$ cat src/design/ipv4f_pkg.sv
// Shared types and constants for the IPv4 subnet deny filter.
// Holds the operation and status codes, the chain token and the prefix mask builder.
// No dependencies.
`timescale 1ns / 1ps

package ipv4f_pkg;

  localparam int unsigned ADDR_W   = 32;
  localparam int unsigned PLEN_W   = 6;
  localparam int unsigned OP_W     = 2;
  localparam int unsigned STAT_W   = 2;
  localparam int unsigned OCOUNT_W = 5;
  localparam int unsigned IN_DW    = 40;
  localparam int unsigned OUT_DW   = 8;

  localparam logic [OP_W-1:0] OP_CLEAR = 2'd0;
  localparam logic [OP_W-1:0] OP_ADD   = 2'd1;
  localparam logic [OP_W-1:0] OP_CHECK = 2'd2;

  localparam logic [STAT_W-1:0] ST_OK         = 2'd0;
  localparam logic [STAT_W-1:0] ST_FULL       = 2'd1;
  localparam logic [STAT_W-1:0] ST_BAD_PREFIX = 2'd2;

  localparam logic [PLEN_W-1:0] MAX_PREFIX = 6'd32;

  // Token moved one cell per cycle along the rule chain.
  typedef struct packed {
    logic              valid;
    logic              check;
    logic              wr;
    logic              hit;
    logic [ADDR_W-1:0] addr;
    logic [ADDR_W-1:0] mask;
  } token_t;

  // Top plen bits set; a plen above 32 sets every bit.
  function automatic logic [ADDR_W-1:0] prefix_to_mask(input logic [PLEN_W-1:0] plen);
    logic [ADDR_W-1:0] m;
    for (int i = 0; i < ADDR_W; i++) begin
      m[i] = ({1'b0, 6'(i)} + {1'b0, plen}) >= 7'd32;
    end
    return m;
  endfunction

endpackage

$ cat src/design/ipv4_subnet_deny_filter.sv
// Top level of the IPv4 subnet deny filter: stream ports, rule count, result register.
// Depends on ipv4f_pkg and ipv4f_cell.
`timescale 1ns / 1ps
//
//  channel | dir | tdata (low bit up)                             | tuser
//  --------+-----+------------------------------------------------+-----------
//  s_axis  | in  | address[31:0], prefix_len[37:32], zero[39:38]  | operation
//  m_axis  | out | permitted[0], status[2:1], rule_count[7:3]     | -
//
//  One transfer at a time walks a chain of MAX_RULES rule cells, one cell per
//  cycle; its result is registered once the token leaves the last cell, and the
//  next transfer is taken after the controller returns to idle, so the chain
//  depth sets the time each item takes. Reset clears the rule count, the chain
//  tokens and the output valid; rule storage is not cleared. A stalled output
//  holds the finished result; the next input is taken while that result waits,
//  but a result that finishes while the output is still full is parked in the
//  controller and holds off the input until the output drains.

module ipv4_subnet_deny_filter #(
  parameter int unsigned MAX_RULES = 16
) (
  input  logic        clk_i,
  input  logic        rst_ni,
  input  logic        s_axis_tvalid,
  output logic        s_axis_tready,
  input  logic [39:0] s_axis_tdata,   // address[31:0], prefix_len[37:32], zero pad
  input  logic [1:0]  s_axis_tuser,   // operation[1:0]
  output logic        m_axis_tvalid,
  input  logic        m_axis_tready,
  output logic [7:0]  m_axis_tdata    // permitted[0], status[2:1], rule_count[7:3]
);
  import ipv4f_pkg::*;

  localparam int unsigned CNT_W = $clog2(MAX_RULES + 1);
  localparam int unsigned IDX_W = (MAX_RULES > 1) ? $clog2(MAX_RULES) : 1;

  // Controller states, one-hot.
  typedef enum logic [2:0] {
    S_IDLE = 3'b001,
    S_RUN  = 3'b010,
    S_HOLD = 3'b100
  } state_e;

  state_e              state_q, state_d;
  logic [CNT_W-1:0]    count_q, count_d;
  logic                out_valid_q, out_valid_d;
  logic [OUT_DW-1:0]   out_data_q, out_data_d;
  logic [STAT_W-1:0]   res_status_q, res_status_d;
  logic [CNT_W-1:0]    res_count_q, res_count_d;
  logic                res_check_q, res_check_d;
  logic                hold_perm_q, hold_perm_d;

  logic [OP_W-1:0]     in_op;
  logic [ADDR_W-1:0]   in_addr;
  logic [PLEN_W-1:0]   in_plen;
  logic                in_acc;
  logic                out_free;
  logic                perm_end;
  logic                add_ok;

  token_t              tok   [0:MAX_RULES];
  logic [CNT_W-1:0]    lim   [0:MAX_RULES];
  logic [IDX_W-1:0]    slot  [0:MAX_RULES];

  assign in_op   = s_axis_tuser;
  assign in_addr = s_axis_tdata[ADDR_W-1:0];
  assign in_plen = s_axis_tdata[ADDR_W+PLEN_W-1:ADDR_W];

  assign s_axis_tready = (state_q == S_IDLE);
  assign in_acc        = s_axis_tvalid && s_axis_tready;
  assign out_free      = !out_valid_q || m_axis_tready;

  // An add lands when the prefix is legal and the table has room.
  assign add_ok = (in_op == OP_ADD) && (in_plen <= MAX_PREFIX) &&
                  (count_q < CNT_W'(MAX_RULES));

  // Build the token entering the first cell.
  always_comb begin
    tok[0].valid = in_acc;
    tok[0].check = in_acc && (in_op == OP_CHECK);
    tok[0].wr    = in_acc && add_ok;
    tok[0].hit   = 1'b0;
    tok[0].addr  = in_addr;
    tok[0].mask  = prefix_to_mask(in_plen);
    lim[0]       = count_q;
    slot[0]      = IDX_W'(count_q);
  end

  for (genvar g = 0; g < MAX_RULES; g++) begin : g_cell
    ipv4f_cell #(
      .INDEX (g),
      .CNT_W (CNT_W),
      .IDX_W (IDX_W)
    ) u_cell (
      .clk_i   (clk_i),
      .rst_ni  (rst_ni),
      .token_i (tok[g]),
      .lim_i   (lim[g]),
      .slot_i  (slot[g]),
      .token_o (tok[g+1]),
      .lim_o   (lim[g+1]),
      .slot_o  (slot[g+1])
    );
  end

  assign perm_end = res_check_q && !tok[MAX_RULES].hit;

  always_comb begin
    state_d      = state_q;
    count_d      = count_q;
    out_valid_d  = out_valid_q;
    out_data_d   = out_data_q;
    res_status_d = res_status_q;
    res_count_d  = res_count_q;
    res_check_d  = res_check_q;
    hold_perm_d  = hold_perm_q;

    // Retire the current output when the consumer takes it.
    if (m_axis_tready) begin
      out_valid_d = 1'b0;
    end

    unique case (state_q)
      S_IDLE: begin
        if (in_acc) begin
          res_check_d  = (in_op == OP_CHECK);
          res_status_d = ST_OK;
          case (in_op)
            OP_CLEAR: count_d = '0;
            OP_ADD: begin
              if (in_plen > MAX_PREFIX) begin
                res_status_d = ST_BAD_PREFIX;
              end else if (count_q >= CNT_W'(MAX_RULES)) begin
                res_status_d = ST_FULL;
              end else begin
                count_d = count_q + 1'b1;
              end
            end
            default: ;
          endcase
          res_count_d = count_d;
          state_d     = S_RUN;
        end
      end
      S_RUN: begin
        // Wait for the token to leave the last cell.
        if (tok[MAX_RULES].valid) begin
          if (out_free) begin
            out_valid_d = 1'b1;
            out_data_d  = {OCOUNT_W'(res_count_q), res_status_q, perm_end};
            state_d     = S_IDLE;
          end else begin
            hold_perm_d = perm_end;
            state_d     = S_HOLD;
          end
        end
      end
      S_HOLD: begin
        if (out_free) begin
          out_valid_d = 1'b1;
          out_data_d  = {OCOUNT_W'(res_count_q), res_status_q, hold_perm_q};
          state_d     = S_IDLE;
        end
      end
      default: state_d = S_IDLE;
    endcase
  end

  always_ff @(posedge clk_i or negedge rst_ni) begin
    if (!rst_ni) begin
      state_q     <= S_IDLE;
      count_q     <= '0;
      out_valid_q <= 1'b0;
    end else begin
      state_q     <= state_d;
      count_q     <= count_d;
      out_valid_q <= out_valid_d;
    end
  end

  always_ff @(posedge clk_i) begin
    out_data_q   <= out_data_d;
    res_status_q <= res_status_d;
    res_count_q  <= res_count_d;
    res_check_q  <= res_check_d;
    hold_perm_q  <= hold_perm_d;
  end

  assign m_axis_tvalid = out_valid_q;
  assign m_axis_tdata  = out_data_q;

endmodule

$ cat src/design/ipv4f_cell.sv
// One rule cell of the deny chain: stores one mask/value pair and matches the passing token.
// Depends on ipv4f_pkg.
`timescale 1ns / 1ps

module ipv4f_cell #(
  parameter int unsigned INDEX = 0,
  parameter int unsigned CNT_W = 5,
  parameter int unsigned IDX_W = 4
) (
  input  logic                  clk_i,
  input  logic                  rst_ni,
  input  ipv4f_pkg::token_t     token_i,
  input  logic [CNT_W-1:0]      lim_i,
  input  logic [IDX_W-1:0]      slot_i,
  output ipv4f_pkg::token_t     token_o,
  output logic [CNT_W-1:0]      lim_o,
  output logic [IDX_W-1:0]      slot_o
);
  import ipv4f_pkg::*;

  token_t             token_q, token_d;
  logic [CNT_W-1:0]   lim_q;
  logic [IDX_W-1:0]   slot_q;
  logic [ADDR_W-1:0]  mask_q;
  logic [ADDR_W-1:0]  value_q;
  logic               match;
  logic               wr_en;

  always_comb begin
    // Only entries below the rule count take part in a check.
    match = token_i.check && (CNT_W'(INDEX) < lim_i) &&
            ((token_i.addr & mask_q) == value_q);
    wr_en = token_i.valid && token_i.wr && (slot_i == IDX_W'(INDEX));
    token_d     = token_i;
    token_d.hit = token_i.hit | match;
  end

  always_ff @(posedge clk_i or negedge rst_ni) begin
    if (!rst_ni) begin
      token_q <= '0;
    end else begin
      token_q <= token_d;
    end
  end

  always_ff @(posedge clk_i) begin
    lim_q  <= lim_i;
    slot_q <= slot_i;
    if (wr_en) begin
      mask_q  <= token_i.mask;
      value_q <= token_i.addr & token_i.mask;
    end
  end

  assign token_o = token_q;
  assign lim_o   = lim_q;
  assign slot_o  = slot_q;

endmodule

$ cat config.mk
export PLATFORM = sky130hd
export DESIGN_NAME = ipv4_subnet_deny_filter
export DESIGN_NICKNAME = d
export VERILOG_FILES = /design/src/design/ipv4f_pkg.sv /design/src/design/ipv4_subnet_deny_filter.sv /design/src/design/ipv4f_cell.sv
export SDC_FILE = /design/constraint.sdc
export NUM_CORES = 2
export LEC_CHECK = 0
export CAP_MARGIN = 25
export CORE_ASPECT_RATIO = 1.5
export CORE_MARGIN = 4
export CORE_UTILIZATION = 30
export DETAILED_ROUTE_END_ITERATION = 16
export DONT_BUFFER_PORTS = 1
export HOLD_SLACK_MARGIN = 0.08
export PLACE_DENSITY = 0.51
export SLEW_MARGIN = 40
export SYNTH_ARGS = -nofsm -noshare
export SYNTH_HDL_FRONTEND = slang
export SYNTH_SLANG_ARGS = --single-unit
export TNS_END_PERCENT = 50
$ cat constraint.sdc
create_clock -name clk_i -period 15.9 [get_ports clk_i]
set_input_delay 3.18 -clock clk_i [delete_from_list [all_inputs] [get_ports clk_i]]
set_output_delay 3.18 -clock clk_i [all_outputs]
set_load 0.03 [all_outputs]
### Word-level counts from Yosys, hierarchy flattened

Index checks and enable logic that the tools add are counted.

* register bits after elaboration: 2207
* bits in latches: 0
* memory bits (writable): 0
* ROM bits: 0
* input bits: 46
* output and inout port bits: 10
* word-level logic and storage cells: 435
* memories: 0

* add/subtract/negate cells: 32
* multipliers: 0
* div/mod/pow operators: 0
* order comparisons: 52
* equal/unequal tests: 40
* shift-type cells: 0
* muxes and demuxes: 18
* bitwise gates (word level): 49
* reduce and logical (&&, ||, !) cells: 81

Operator list (count)
* 32-bit AND: 32
* 32-bit == test: 16
* 7-bit by 6-bit >= comparator with 1-bit output (second input constant): 31
* 5-bit by 6-bit adder with 7-bit output (first input constant): 16
* 1-bit logical AND: 70
* 4-bit by 6-bit adder with 7-bit output (first input constant): 8
* 4-bit by 5-bit < comparator with 1-bit output (first input constant): 8
* 4-bit == test (second input constant): 8
* 3-bit by 6-bit adder with 7-bit output (first input constant): 4
* 8-bit two-way mux: 3
* 3-bit by 5-bit < comparator with 1-bit output (first input constant): 4
* 4-bit by 3-bit == test with 1-bit output (second input constant): 4
* 8-bit one-hot mux with 2 select lines: 1
* 1-bit OR: 15
* 2-bit by 6-bit adder with 7-bit output (first input constant): 2
* 3-bit two-way mux: 4
* 1-bit by 5-bit < comparator with 1-bit output (first input constant): 2
* 2-bit by 5-bit < comparator with 1-bit output (first input constant): 2
* 5-bit two-way mux: 2
* 5-bit one-hot mux with 2 select lines: 1
* 3-bit one-hot mux with 3 select lines: 1
* 4-bit by 2-bit == test with 1-bit output (second input constant): 2
* 1-bit by 6-bit adder with 7-bit output (first input constant): 1
* 6-bit >= comparator (second input constant): 1
* 26 further kinds: 34

### Longest topological paths before layout

* depth in word-level cells: 6
* gate-level depth with buffers: 9
* mapped depth without buffers: 7

### Hierarchy

Synthesis repeated with hierarchy kept, for this count alone.

* cells, all modules: 4306
* area total of the unflattened synthesis: 74305.0 um2

Modules (own cells, without submodules)
* ipv4f_cell (g_cell[14].u_cell ...): times used 2, cells an instance 254, area each 4509.3 um2, seq. area each 3803.6 um2
* ipv4f_cell (g_cell[11].u_cell ...): times used 2, cells an instance 252, area each 4501.8 um2, seq. area each 3803.6 um2
* ipv4f_cell (g_cell[6].u_cell): times used 1, cells an instance 253, area each 4526.8 um2, seq. area each 3803.6 um2
* ipv4f_cell (g_cell[8].u_cell): times used 1, cells an instance 253, area each 4515.6 um2, seq. area each 3803.6 um2
* ipv4f_cell (g_cell[10].u_cell): times used 1, cells an instance 254, area each 4511.8 um2, seq. area each 3803.6 um2
* ipv4f_cell (g_cell[12].u_cell): times used 1, cells an instance 253, area each 4510.6 um2, seq. area each 3803.6 um2
* ipv4f_cell (g_cell[9].u_cell): times used 1, cells an instance 252, area each 4510.6 um2, seq. area each 3803.6 um2
* ipv4f_cell (g_cell[2].u_cell): times used 1, cells an instance 252, area each 4508.1 um2, seq. area each 3803.6 um2
* ipv4f_cell (g_cell[13].u_cell): times used 1, cells an instance 254, area each 4506.8 um2, seq. area each 3803.6 um2
* ipv4f_cell (g_cell[5].u_cell): times used 1, cells an instance 252, area each 4506.8 um2, seq. area each 3803.6 um2
* ipv4f_cell (g_cell[0].u_cell): times used 1, cells an instance 252, area each 4503.1 um2, seq. area each 3803.6 um2
* ipv4f_cell (g_cell[7].u_cell): times used 1, cells an instance 252, area each 4498.1 um2, seq. area each 3803.6 um2
* ipv4f_cell (g_cell[3].u_cell): times used 1, cells an instance 251, area each 4496.8 um2, seq. area each 3803.6 um2
* ipv4f_cell (g_cell[15].u_cell): times used 1, cells an instance 252, area each 4495.6 um2, seq. area each 3803.6 um2
* ipv4_subnet_deny_filter: times used 1, cells an instance 264, area each 2192.1 um2, seq. area each 737.0 um2

### Worst setup path before layout

OpenSTA, ideal clock, no wires.

* kind: register to register
* from: register, netlist name g_cell[5].u_cell.lim_o[0]
* to: register g_cell[6].u_cell.mask_q[0], enable pin
* library setup time: 0.644 ns
* arrival: 6.509 ns
* data required time: 15.256 ns
* setup slack: 8.747 ns
* stages on the path, launching flop included: 2
* path buffers: 0
* period minus slack after synthesis: 7.153 ns
* cells stage by stage: dfxtp_1 > nor4_1

RTL lines
* to (signal assigned): line ipv4f_cell.sv:50 `mask_q <= token_i.mask;`
* to (decl): line ipv4f_cell.sv:24 `logic [ADDR_W-1:0] mask_q;`

### Worst setup path in the final report

* from: register state_q[0]
* to: output s_axis_tready

* longest elaborated chain between the ends: 1

RTL lines
* from (decl): line ipv4_subnet_deny_filter.sv:44 `state_e state_q, state_d;`
* from (signal assigned): line ipv4_subnet_deny_filter.sv:175 `state_q <= state_d;`
* 3-bit by 1-bit == test with 1-bit output: line ipv4_subnet_deny_filter.sv:69 `assign s_axis_tready = (state_q == S_IDLE);`
* to (decl): line ipv4_subnet_deny_filter.sv:25 `output logic s_axis_tready,`

Every way passes these cells.

==> results.cfg <==
[clocking]
htreeDepth = 4
path_clk_slew_ns = 0.06
insertion_delay_ns = 0.81
cts_tree = done
ctsHoldBuffers = 0
cts_root_buffer = clkbuf_16
cts_setup_buffers = 0
postCtsResizedCells = 0
clock_sinks = 2147
cts.path.max_buffers = 3
numCtsBuffers = 207

[floorplanning]
start_util = 0.302
rows = 218
ios = 56
dieArea_um2 = 245000
core-area_um2 = 235000
die_h_um = 604
die_x_um = 405

[outcome]
status = complete, no violations

[layout]
drive_gt1_frac = 0.0864
fin_util = 0.350
nets = 4438
area_growth_pct = 16.2
fillers = 22304
seq_area_um2 = 58600
multiInputGateArea_um2 = 12500

[worst_setup_path]
reg2reg_depth = 6
r2r_start = state_q[0]
cp.depth = 1
reg2reg_to = g_cell[0].u_cell.value_q[16]
max_stage_delay_ns = 0.65
path_max_fanout = 7
cp-start-kind = register
cp-startpoint = state_q[0]
crit_family = simple AND/OR/NAND/NOR gates
rrSetupSlack_ns = 12.54
critical_path_class = reg -> out
cp_slowest_cell = nor3b_2
path_cells = nor3b_2
crit_required_ns = 12.72
critPathBufInv = 0
cp.arrival_ns = 2.03
end_kind = output port

[logic_synthesis]
synth_nets = 4211
ys_seq_elements = 2147
synth-seq-area-share = 0.825
synth_flop_cell = edfxtp_1
synthArstFlopShare = 0.480
syn_area_um2 = 71000
synth_edf_count = 1041
synth_cell_types = 60
syn_inst = 4148
ys_warn_count = 0
syn_area_per_cell_um2 = 17.1

[global_route]
grt-ovfl-total = 0
grt_pass1_wl_mm = 200
grt_antenna_before_repair = 1
first_global_vias = 32759
grt_max_degree = 148
grtUsageTotal = 0.109

[pwr]
cellLeakagePower_uw = 0.0302
power_frac_seq = 0.545
power_frac_comb = 0.024
internal_power_uw = 9150
power.share.switching = 0.206
clkPwrFrac = 0.431
switchingPower_uw = 2370
ir_drop_uv = 90.9
cellPowerDensity_nw_per_um2 = 140

[detailed_routing]
wire_per_inst_um = 17.1
dr_total_vias = 31048
antenna_left = 0
initialDrtViolationCount = 1542
vias_per_cell = 4.06
routed_wl_mm = 130
firstDrtPassIters = 6
route.detailed.drc = 0

[timing]
slew_viol_final = 0
timing.fmax_mhz = 192
period_share = 0.328
period_needed_ns = 5.21
final-hold-violation-count = 0
slew_headroom = 0.440
finClkSkew_ns = 0.0246
finalSetupViolCount = 0
setup_tns_ns = 0
rsz0062_at_grt = false
worstMarginPinSlew_ns = 0.840

[hold_path]
hold_depth = 0
min_from = g_cell[4].u_cell.lim_o[0]
min_to = g_cell[5].u_cell.lim_o[0]
hp-class = reg -> reg

[job]
timing.max_cap.violations = 0

[place]
place_congestion = 0.867
hpwl_mm = 94.8
io_buffers = 0
[layout make-up]
class,count,share of cell area
repair buffers,34,0.00558
inverters,15,0.000683
clock inverters,80,0.0113
flip-flops and latches,2147,0.710
clock buffers,314,0.0743
well taps,3080,0.0467
multi-input cells,1970,0.151
diodes,1,0.0000303
[sequential cells by signal, indices dropped and copies added (netlist names)]
signal                 flops
res_check_q                1
g_cell.u_cell.value_q    512
m_axis_tdata               8
res_count_q                5
count_q                    5
res_status_q               2
state_q                    3
hold_perm_q                1
g_cell.u_cell.mask_q     512
g_cell.u_cell.lim_o       75
m_axis_tvalid              1
g_cell.u_cell.token_o   1022
[worst max path at each step]
stage	slack, ns	endpoint
3_3_place_gp	9.31	g_cell[0].u_cell.token_o[26]
5_1_grt	10.47	g_cell[1].u_cell.token_o[12]
6_report	10.69	s_axis_tready
3_5_place_dp	9.74	g_cell[0].u_cell.value_q[16]
4_1_cts	10.61	s_axis_tready
2_1_floorplan	8.75	g_cell[6].u_cell.mask_q[0]
[Yosys cell counts (all sizes together), types with 17 or more instances]
cell type | number | area [um2]
a21oi | 39 | 195
and2 | 513 | 3210
dfrtp | 1030 | 25800
dfxtp | 75 | 1500
edfxtp | 1041 | 31300
ha | 17 | 213
nand2 | 544 | 2040
nand3 | 25 | 125
nand4 | 83 | 519
nor2 | 25 | 93.8
nor3 | 27 | 135
nor4 | 56 | 350
o21ai | 19 | 95.1
xnor2 | 178 | 1560
xor2 | 313 | 2740
[kinds of logic (layout without fill, tap and decap cells)]
kind of cell / count (synthesis) / after routing / share of synthesized area
other: 0 / 1 / 0
multiplexers: 9 / 9 / 0.00137
adder cells (fa/ha/maj): 17 / 17 / 0.00300
buffers and inverters: 31 / 443 / 0.00166
AND/OR/NAND/NOR: 1313 / 1313 / 0.0952
AO/OA/AOI/OAI: 140 / 140 / 0.0134
XOR/XNOR: 491 / 491 / 0.0606
flip-flops: 2147 / 2147 / 0.825
[metal layers]
metal | wire length, um | vias up | GRT usage
met3 | 3970 | 222 | 0.0201
met4 | 4860 | 0 | 0.0439
li1 | - | 14887 | -
met1 | 43900 | 15553 | 0.104
met5 | 0 | - | 0
met2 | 77700 | 386 | 0.221
[cell usage in the layout, fill, tap and decap left out, types with 39 or more instances in the layout]
cell type,count
a21oi_1,39
and2_1,513
clkbuf_1,60
clkbuf_16,214
clkbuf_8,41
dfrtp_1,1030
dfxtp_1,75
edfxtp_1,1041
nand2_1,544
nand4_1,83
nor4_1,50
xnor2_1,173
xor2_1,313
[stage by stage]
step	std cells	hold WS [ns]	setup WS [ns]	instance area (um2)	total power, uW
finish	7641	0.346	10.69	82500	11500
global route	7641	0.356	10.47	82500	12000
CTS	7636	0.347	10.61	82400	11700
detailed placement	7242	0.337	9.74	75300	6690
global placement	7240	0.335	9.31	75100	6670
floorplan	4148	0.323	8.75	71000	6470
[power by group through the flow]
| stage | logic (uW) | clock network [uW] | registers, uW |
|---|---|---|---|
| floorplan | 167 | 0 | 6300 |
| global placement | 283 | 0 | 6380 |
| detailed placement | 294 | 0 | 6390 |
| CTS | 295 | 5110 | 6280 |
| global route | 321 | 5340 | 6310 |
| finish | 282 | 4960 | 6270 |
No activity file was read; power rests on OpenSTA's default activity.
